$ cat src/design/tts_pkg.sv
// ----------------------------------------------------------------------------
// tts_pkg
// Types and fixed constants of the transposition table store.
// ----------------------------------------------------------------------------
`timescale 1ns / 1ps
`default_nettype none

package tts_pkg;

  localparam int unsigned KEY_W       = 64;
  localparam int unsigned MIN_ENTRIES = 256;
  localparam int unsigned CFG_IDX_W   = 3;
  localparam int unsigned CFG_DATA_W  = 13;

  // Operation codes
  localparam logic OP_PLACE = 1'b0;
  localparam logic OP_FIND  = 1'b1;

  // Register indexes
  localparam logic [CFG_IDX_W-1:0] REG_TABLE_ENTRIES    = 3'd0;
  localparam logic [CFG_IDX_W-1:0] REG_EXACT_CODE       = 3'd1;
  localparam logic [CFG_IDX_W-1:0] REG_LOWER_BOUND_CODE = 3'd2;
  localparam logic [CFG_IDX_W-1:0] REG_UPPER_BOUND_CODE = 3'd3;
  localparam logic [CFG_IDX_W-1:0] REG_USE_OLD_MOVES    = 3'd4;

  // One input item
  typedef struct packed {
    logic               op;
    logic [63:0]        hash_key;
    logic signed [15:0] entry_score;
    logic [7:0]         search_depth;
    logic [2:0]         node_code;
    logic [15:0]        move_word;
    logic [14:0]        search_age;
    logic signed [15:0] alpha_in;
    logic signed [15:0] beta_in;
  } in_item_t;

  // One result item
  typedef struct packed {
    logic [15:0]        hit_move;
    logic signed [15:0] score_out;
    logic               score_set;
    logic signed [15:0] alpha_out;
    logic signed [15:0] beta_out;
  } res_item_t;

  // Stored entry data besides the key
  typedef struct packed {
    logic [14:0]        age;
    logic [15:0]        move;
    logic [2:0]         node;
    logic [7:0]         depth;
    logic signed [15:0] score;
  } info_t;

  // Status of the remainder unit
  typedef struct packed {
    logic busy;
    logic done;
  } div_stat_t;

endpackage

`default_nettype wire

$ cat src/design/tts_mod_div.sv
// ----------------------------------------------------------------------------
// tts_mod_div
// Restoring remainder unit: key modulo slot count, one key bit per cycle.
// ----------------------------------------------------------------------------
`timescale 1ns / 1ps
`default_nettype none

module tts_mod_div #(
  parameter int unsigned CNT_W = 13,
  parameter int unsigned IDX_W = 12
) (
  input  wire logic                        clk_i,
  input  wire logic                        rst_ni,
  input  wire logic                        start_i,
  input  wire logic [tts_pkg::KEY_W-1:0]   dividend_i,
  input  wire logic [CNT_W-1:0]            divisor_i,
  output tts_pkg::div_stat_t               stat_o,
  output logic [IDX_W-1:0]                 rem_o
);

  localparam int unsigned STEP_W = $clog2(tts_pkg::KEY_W);

  logic                        busy_q, busy_d;
  logic                        done_q, done_d;
  logic [STEP_W-1:0]           cnt_q, cnt_d;
  logic [tts_pkg::KEY_W-1:0]   dvd_q, dvd_d;
  logic [CNT_W-1:0]            rem_q, rem_d;
  logic [CNT_W-1:0]            dsr_q, dsr_d;
  logic [CNT_W:0]              trial;

  // Shift in the next key bit, subtract when it fits
  assign trial = {rem_q, dvd_q[tts_pkg::KEY_W-1]};

  always_comb begin
    busy_d = busy_q;
    done_d = 1'b0;
    cnt_d  = cnt_q;
    dvd_d  = dvd_q;
    rem_d  = rem_q;
    dsr_d  = dsr_q;
    if (start_i && !busy_q) begin
      busy_d = 1'b1;
      cnt_d  = '0;
      dvd_d  = dividend_i;
      rem_d  = '0;
      dsr_d  = divisor_i;
    end else if (busy_q) begin
      dvd_d = {dvd_q[tts_pkg::KEY_W-2:0], 1'b0};
      if (trial >= {1'b0, dsr_q}) begin
        rem_d = CNT_W'(trial - {1'b0, dsr_q});
      end else begin
        rem_d = trial[CNT_W-1:0];
      end
      cnt_d = cnt_q + STEP_W'(1);
      if (cnt_q == STEP_W'(tts_pkg::KEY_W - 1)) begin
        busy_d = 1'b0;
        done_d = 1'b1;
      end
    end
  end

  always_ff @(posedge clk_i or negedge rst_ni) begin
    if (!rst_ni) begin
      busy_q <= 1'b0;
      done_q <= 1'b0;
      cnt_q  <= '0;
    end else begin
      busy_q <= busy_d;
      done_q <= done_d;
      cnt_q  <= cnt_d;
    end
  end

  // Datapath registers
  always_ff @(posedge clk_i) begin
    dvd_q <= dvd_d;
    rem_q <= rem_d;
    dsr_q <= dsr_d;
  end

  assign stat_o.busy = busy_q;
  assign stat_o.done = done_q;
  assign rem_o       = rem_q[IDX_W-1:0];

endmodule

`default_nettype wire

$ cat config.mk
export PLATFORM = sky130hd
export DESIGN_NAME = tts_mod_div
export DESIGN_NICKNAME = d
export VERILOG_FILES = /design/src/design/tts_pkg.sv /design/src/design/tts_mod_div.sv
export SDC_FILE = /design/constraint.sdc
export NUM_CORES = 1
export LEC_CHECK = 0
export BUFFER_PORTS_ARGS = -buffer_cell sky130_fd_sc_hd__buf_2
export CORE_MARGIN = 2
export CORE_UTILIZATION = 25
export DETAILED_ROUTE_END_ITERATION = 8
export PLACE_DENSITY = 0.41
export SLEW_MARGIN = 20
export SYNTH_ARGS = -nofsm -noshare
export SYNTH_HDL_FRONTEND = slang
export SYNTH_SLANG_ARGS = --single-unit
$ cat constraint.sdc
create_clock -name clk_i -period 3 [get_ports clk_i]
set_clock_uncertainty 0.1 [all_clocks]
set_input_delay 0 -clock clk_i [delete_from_list [all_inputs] [get_ports clk_i]]
set_output_delay 0 -clock clk_i [all_outputs]
set_load 0.005 [all_outputs]
; ---- Word-level counts from Yosys, hierarchy flattened
; Index checks and enable logic that the tools add are counted.
[word_totals]
ff_bits = 98
romBits = 0
ramBits = 0
latchBits = 0
elab_cells = 24
out_inout_bits = 14
n_memories = 0
input_bits = 80
[op_classes]
n_eq_ne = 1
bitwise_logic = 0
n_addsub = 2
reduce_logical = 3
div_mod_pow = 0
shift = 0
multipliers = 0
mux = 11
n_lt_le_gt_ge = 1
[ops]
columns = op, n
row1 = 64-bit two-way mux, 2
row2 = 14-bit by 13-bit >= comparator with 1-bit output, 1
row3 = 13-bit two-way mux, 1
row4 = 13-bit subtractor, 1
row5 = 6-bit two-way mux, 2
row6 = 6-bit by 1-bit adder with 6-bit output (second input constant), 1
row7 = 6-bit == test (second input constant), 1
row8 = 1-bit two-way mux, 6
row9 = 2-bit nonzero test, 1
row10 = 1-bit logical AND, 1
row11 = 1-bit logical NOT, 1

; ---- Depth between registers and ports, before layout
; Gate-level depths: netlist of run 1.
[logic_depth]
word_depth = 4
depth_mapped = 9
depth_no_buf = 9

; ---- Worst setup path after synthesis of run 1
; Ideal clock, no wire load.
[synth_timing]
path_kind = register to register
startpoint = reg busy_q
endpoint = reg dvd_q[0] (netlist name), enable pin
synth_period_minus_slack_ns = 2.638
setup_time_ns = 0.418
path_stages_with_launch = 5
path_buffers = 2
t_arrival_ns = 2.120
setup_slack_ns = 0.362
t_required_ns = 2.482
path_cell_list = dfrtp_1 -> clkbuf_1 -> nor2_1 -> clkbuf_1 -> inv_1
[synth_between]
elab_chain_cells = 3
[synth_lines]
columns = element, line
row1 = from (decl), tts_mod_div.sv:23  ; logic busy_q, busy_d;
row2 = from (signal assigned), tts_mod_div.sv:68  ; busy_q <= busy_d;
row3 = 1-bit logical NOT, tts_mod_div.sv:41  ; if (start_i && !busy_q) begin
row4 = 1-bit logical AND, tts_mod_div.sv:41
row5 = 2-bit nonzero test (no source line) (*), n/a
row6 = to (signal assigned), tts_mod_div.sv:76  ; dvd_q <= dvd_d;
row7 = to (decl), tts_mod_div.sv:26  ; logic [tts_pkg::KEY_W-1:0] dvd_q, dvd_d;
; Mark *: on every way between the ends. The rest lies on a longest branch, timed or not.
; A chain may end at the register's enable or synchronous reset.

; ---- Final worst setup path of run 1
[layout_timing]
startpoint = reg dvd_q[63] (netlist name)
endpoint = reg rem_q[1]
[layout_between]
elab_chain_cells = 2
elab_cells_between_ends = 3
classes_between = add/sub (1) / order compare (1) / mux (1)
[layout_lines]
columns = element, line
row1 = 13-bit subtractor / 14-bit by 13-bit >= comparator with 1-bit output (equally long branches), "tts_mod_div.sv:50, tts_mod_div.sv:49"
row2 = 13-bit two-way mux (*), tts_mod_div.sv:49  ; if (trial >= {1'b0, dsr_q}) begin
row3 = to (signal assigned), tts_mod_div.sv:77  ; rem_q <= rem_d;
row4 = to (decl), tts_mod_div.sv:27  ; logic [CNT_W-1:0] rem_q, rem_d;
; Marked as above.

==> flow_summary.ini, run 1 <==
[final_layout]
drive_gt1_share_pct = 20.4
finalInstanceArea_um2 = 6690
final_common_cell = nand2_1
n_antenna_cell = 0
final_cell_mix = nand2_1, buf_2, dlygate4sd3_1
synthToLayoutAreaGrowth_pct = 35.4
nNetsFinal = 758
fillers = 2069

[routing]
wl_per_cell_um = 13.2
ant_nets = 0
maxUsedRoutingLayer = met4
drt_wl_total_um = 12300
drc = 0
met1_length_um = 5810
dr.pass1.iters = 4
via_per_inst = 4.30
num_vias = 4015
wl_met2_um = 5930
dr_wl_met3_um = 482
first_iter_violations = 258

[run_status]
run_status = completed

[grt]
grt_pass1_vias = 4071
antenna_found_initial = 0
grtUsageTotal_pct = 12.5
grt_pass1_wl_um = 20300
overflow = 0
grt_max_degree = 66

[placement]
dp_hpwl_um = 8000
port_buffers = 93
place_congestion = 0.782
post_dp_cell_area_um2 = 5600
post-place-ws_ns = 0.614

[critical_path]
crit_type = flip-flop to flip-flop
reg2reg_slack_ns = 0.61
critical-path-slowest-cell = fa_1
arrival_ns = 2.53
path_max_fanout = 10
worstSetupEndpointType = flip-flop
cp.required_ns = 3.14
cp_slowest_stage_delay_ns = 0.44
path_cells = inv_1, ha_1, fa_1, nor2b_4, o211a_1, o21ai_2, a31oi_4, o21ai_0, a32o_1
start_kind = flip-flop

[timing]
worstMarginPinSlew_ns = 0.704
finalWorstSetupSlack_ns = 0.610
setup-tns-final_ns = 0
slew_violations = 0
period_needed_ns = 2.39
slew_headroom_pct = 53.1
hold_viol = 0
rsz0062_at_grt = false
setup_viol = 0
period_share_pct = 79.7
max_freq_mhz = 418

[worst_hold_path]
hold_path.class = input port to flip-flop

[power_and_ir_drop]
power_density_nw_per_um2 = 817
switchingPower_mw = 1.87
power_leakage_nw = 3.02
seqPwrFrac_pct = 43.3
comb_power_share_pct = 36.2
clkPwrFrac_pct = 20.6
p_sw_share_pct = 34.2
ir_drop_uv = 287
p_int_mw = 3.59

[floorplan]
fp-row-count = 51
coreArea_um2 = 19400
die_h_um = 145
pin_count = 94
dieWidth_um = 145
start_util_pct = 25.5
dieArea_um2 = 20900

[synth]
yosys.area.top_type = edfxtp_1
ys_types = 64
async_flop_share_pct = 8.16
syn_area_per_cell_um2 = 9.78
synth_cells = 505
synth_top_area_share_pct = 46.8
synth_ff_type = edfxtp_1
seq_area_frac_synth_pct = 56.1
synthesis.area_um2 = 4940
synth-seq-cells = 98
syn-num-nets = 600
synth_edf_count = 77
yosysWarnings = 0
synth_area_leaders = edfxtp_1, nand2_1, dfxtp_1

[clock_tree]
cts.sinks = 98
clkLatencyLatePin_ns = 0.35
clk_path_buf_depth = 2
htree_levels = 3
cts_setup_buffers = 0
cts-root-buf = clkbuf_16
path_clk_slew_ns = 0.07
cts_buffers = 9
tritoncts = built

[run]
max_cap_viol_count = 0
## power groups by stage
| stage | Sequential [mW] | Clock (mW) | Combinational (mW) |
|---|---|---|---|
| 6_report | 2.36 | 1.12 | 1.98 |
| 5_1_grt | 2.43 | 1.22 | 2.27 |
| 4_1_cts | 2.37 | 1.18 | 2.00 |
| 3_5_place_dp | 2.40 | 0 | 1.90 |
| 3_3_place_gp | 2.39 | 0 | 1.90 |
| 2_1_floorplan | 2.31 | 0 | 1.56 |
## worst max-delay path: cells and delay by family, from the launching register on
| kind | cells | cell delay [ns] |
|---|---|---|
| simple gates | 1 | 0.16 |
| fa+ha+maj | 2 | 0.66 |
| flops | 1 | 0.32 |
| compound gates | 5 | 0.99 |
| buf+inv | 1 | 0.05 |
## final timing paths
path | startpoint | to | cells past startpoint
max | dvd_q[63]$_DFFE_PP_ | rem_q[1]$_SDFFE_PP0P_ | 9
min in group asynchronous | rst_ni | cnt_q[2]$_DFFE_PN0P_ | 3
min reg2reg | cnt_q[5]$_DFFE_PN0P_ | cnt_q[5]$_DFFE_PN0P_ | 1
max in group asynchronous | rst_ni | cnt_q[4]$_DFFE_PN0P_ | 3
min | divisor_i[12] | dsr_q[12]$_DFFE_PP_ | 2
max reg2reg | dvd_q[63]$_DFFE_PP_ | rem_q[1]$_SDFFE_PP0P_ | 9
## area by class of cell
| class | count | area, µm² | share of cell area [%] |
|---|---|---|---|
| Sequential cell | 98 | 2770 | 41.4 |
| Multi-Input combinational cell | 353 | 1890 | 28.3 |
| Timing Repair Buffer | 181 | 1340 | 20.0 |
| Tap cell | 265 | 332 | 4.96 |
| Clock buffer | 9 | 225 | 3.37 |
| Inverter | 20 | 75.1 | 1.12 |
| Clock inverter | 7 | 53.8 | 0.804 |
## state kept, by name (all words and copies together), names as in the netlist
name / count
done_q: 1
busy_q: 1
dsr_q: 13
rem_q: 13
cnt_q: 6
dvd_q: 64
## cells in the mapped netlist, drive strengths merged (2+ instances only)
cell type    n
nor2        10
clkbuf      10
a31o         2
buf         24
edfxtp      77
nand2      221
nand4        4
a31oi        3
a211o        2
o21ai       13
o211ai      10
ha          14
nand3b       2
o2111ai      3
xnor2        5
a211oi       2
nor3         5
o31ai        2
and3         3
dfrtp        8
o211a        2
a2111oi      2
nor2b        2
nand2b       3
dfxtp       13
xor2         4
a41oi        2
inv         19
o21a         2
and2         7
nand3        6
a21oi        6
a21o         2
## kinds of logic (layout without fill, tap and decap cells)
| logic type | after synthesis | in the layout | share of synthesized area [%] |
|---|---|---|---|
| buffers and inverters | 54 | 217 | 5.65 |
| and+or+nand+nor | 267 | 267 | 22.8 |
| adders and majority gates | 15 | 15 | 3.95 |
| muxes | 1 | 1 | 0.203 |
| DFF | 98 | 98 | 56.1 |
| AOI/OAI and AO/OA | 61 | 61 | 9.65 |
| xor gates and xnor gates | 9 | 9 | 1.60 |
## metal layers
metal	up-vias	GRT usage (%)
met2	73	21.3
met5	-	0
met4	0	2.71
met1	1906	15.6
met3	8	3.77
li1	2028	-
## timing repair
action                                 CTS  global route
hold buffers                            81             0
endpoints found under the hold margin   86             0
gates resized for setup                  0             0
## metrics by stage
step           hold WS [ns]  power, mW  util [%]  cells
5_1_grt               0.260       5.92      34.5    933
4_1_cts               0.250       5.54      34.5    933
6_report              0.268       5.46      34.5    933
2_1_floorplan        -0.396       3.87         -    505
3_3_place_gp         -0.244       4.28      28.9    836
3_5_place_dp         -0.241       4.30      28.9    836
Note: power is estimated with default switching activity, not from simulation.
==> run 2, diff against run 1 <==
- clock period: 3 -> 2.2 ns (I/O delays scaled with it)
==> flow_summary.ini, run 2 (synthesis gave the netlist of run 1 again) <==
[critical_path]
crit_type = flip-flop to flip-flop
reg2reg_depth = 9
path_max_fanout = 5
reg2reg_slack_ns = -0.06
path_cells = ha_4, fa_2, nor2b_4, o211a_1, o21ai_4, a31oi_4, buf_6, nor3_1, a221o_1
timing.rr.start = dsr_q[0]$_DFFE_PP_
critical-path-slowest-cell = edfxtp_1
cp.required_ns = 2.33
arrival_ns = 2.39
r2r_end = rem_q[7]$_SDFFE_PP0P_
cp_slowest_stage_delay_ns = 0.42
worstSetupEndpointType = flip-flop
start_kind = flip-flop

[clock_tree]
cts.sinks = 98
clk_path_buf_depth = 2
cts-root-buf = clkbuf_16
tritoncts = built
clkLatencyLatePin_ns = 0.35
htree_levels = 3
path_clk_slew_ns = 0.07
cts_buffers = 9

[power_and_ir_drop]
ir_drop_uv = 364
power_leakage_nw = 3.23
totalPowerFinal_mw = 8.18
power_density_nw_per_um2 = 1140

[final_layout]
largest_reg_flops = 64
final_common_cell = nand2_1
regMostFlops = dvd_q
ff_latch_area_um2 = 2770
n_antenna_cell = 0
utilization_pct = 36.9
fillers = 2001
nNetsFinal = 796
largestRegisters = dvd_q: 64 flops, dsr_q: 13 flops, rem_q: 13 flops
synthToLayoutAreaGrowth_pct = 44.8
finalNonFillerCells = 971
drive_gt1_share_pct = 27.6
multi_input_area_um2 = 2050
final_cell_mix = nand2_1, buf_2, dlygate4sd3_1

[routing]
dr.pass1.iters = 4
first_iter_violations = 247
via_per_inst = 4.23
drt_wl_total_um = 12600
num_vias = 4112
drc = 0
ant_nets = 0
wl_per_cell_um = 12.9

[timing]
worstMarginPinSlew_ns = 0.668
slew_violations = 0
setup_viol = 8
period_share_pct = 103
setup-tns-final_ns = -0.182
period_needed_ns = 2.26
slew_headroom_pct = 55.5
hold_viol = 0
finalWorstSetupSlack_ns = -0.0555
rsz0062_at_grt = true
max_freq_mhz = 443

[floorplan]
start_util_pct = 25.5
dieArea_um2 = 20900
dieWidth_um = 145
fp-row-count = 51
die_h_um = 145
pin_count = 94
coreArea_um2 = 19400

[grt]
grt_pass1_vias = 4130
grtUsageTotal_pct = 12.4
grt_max_degree = 66
overflow = 0
antenna_found_initial = 0
grt_pass1_wl_um = 20300

[placement]
dp_cells = 873
post-place-ws_ns = -0.0966
port_buffers = 93
dp_hpwl_um = 8570
place_congestion = 0.772

[worst_hold_path]
hold_path_startpoint = divisor_i[6]
holdPathStages = 2
min_to = dsr_q[6]$_DFFE_PP_
hold_path.class = input port to flip-flop

[run]
max_cap_viol_count = 0

[run_status]
run_status = finished, violations left
violations = negative setup slack
## run 2: cell type report
class | instances | share of cell area [%]
multi-input cells | 353 | 28.7
clock inverters | 7 | 0.735
well taps | 265 | 4.64
flip-flops and latches | 98 | 38.8
inverters | 20 | 1.10
clock buffers | 9 | 3.15
repair buffers | 219 | 22.9
## run 2: power by group
part | internal [mW] | switching [mW] | total (mW)
registers | 2.88 | 0.291 | 3.17
logic | 1.76 | 1.73 | 3.49
clock network | 0.776 | 0.740 | 1.52
## run 2: critical path, delay by kind of cell (launching register included)
kind,cells,cell delay (ns)
simple gates,2,0.18
buf+inv,1,0.16
flops,1,0.42
fa+ha+maj,2,0.55
compound gates,4,0.75
## run 2: worst max path at each step
stage	startpoint	to	slack, ns	cells after the start
after floorplan	busy_q$_DFF_PN0_	dvd_q[0]$_SDFFCE_PN0P_	-0.04	4
after global placement	dvd_q[63]$_DFFE_PP_	rem_q[8]$_SDFFE_PP0P_	-0.11	10
after global routing	dvd_q[63]$_DFFE_PP_	rem_q[3]$_SDFFE_PP0P_	-0.16	11
after CTS	dvd_q[63]$_DFFE_PP_	rem_q[2]$_SDFFE_PP0P_	-0.05	9
after detailed placement	dvd_q[63]$_DFFE_PP_	rem_q[8]$_SDFFE_PP0P_	-0.1	10
final	dsr_q[0]$_DFFE_PP_	rem_q[7]$_SDFFE_PP0P_	-0.06	9
## run 2: through the flow
stage,hold WS [ns],area [µm²]
2_1_floorplan,-0.396,4970
3_3_place_gp,-0.246,5890
3_5_place_dp,-0.245,5890
4_1_cts,0.251,6980
5_1_grt,0.255,7150
6_report,0.267,7150
## run 2: routing by layer
metal	track usage [%]	wire length, µm
met1	16.2	6030
met3	2.98	513
met5	0	0
met2	20.7	5900
met4	3.22	118
## run 2: what timing repair did
| action | 4_1_cts | 5_1_grt |
|---|---|---|
| endpoints found under the setup margin | 13 | 13 |
| buffers inserted | 0 | 2 |
| hold endpoints to repair | 86 | 0 |
| hold buffers | 80 | 0 |
| resized for setup | 5 | 28 |
| pin swaps | 3 | 12 |
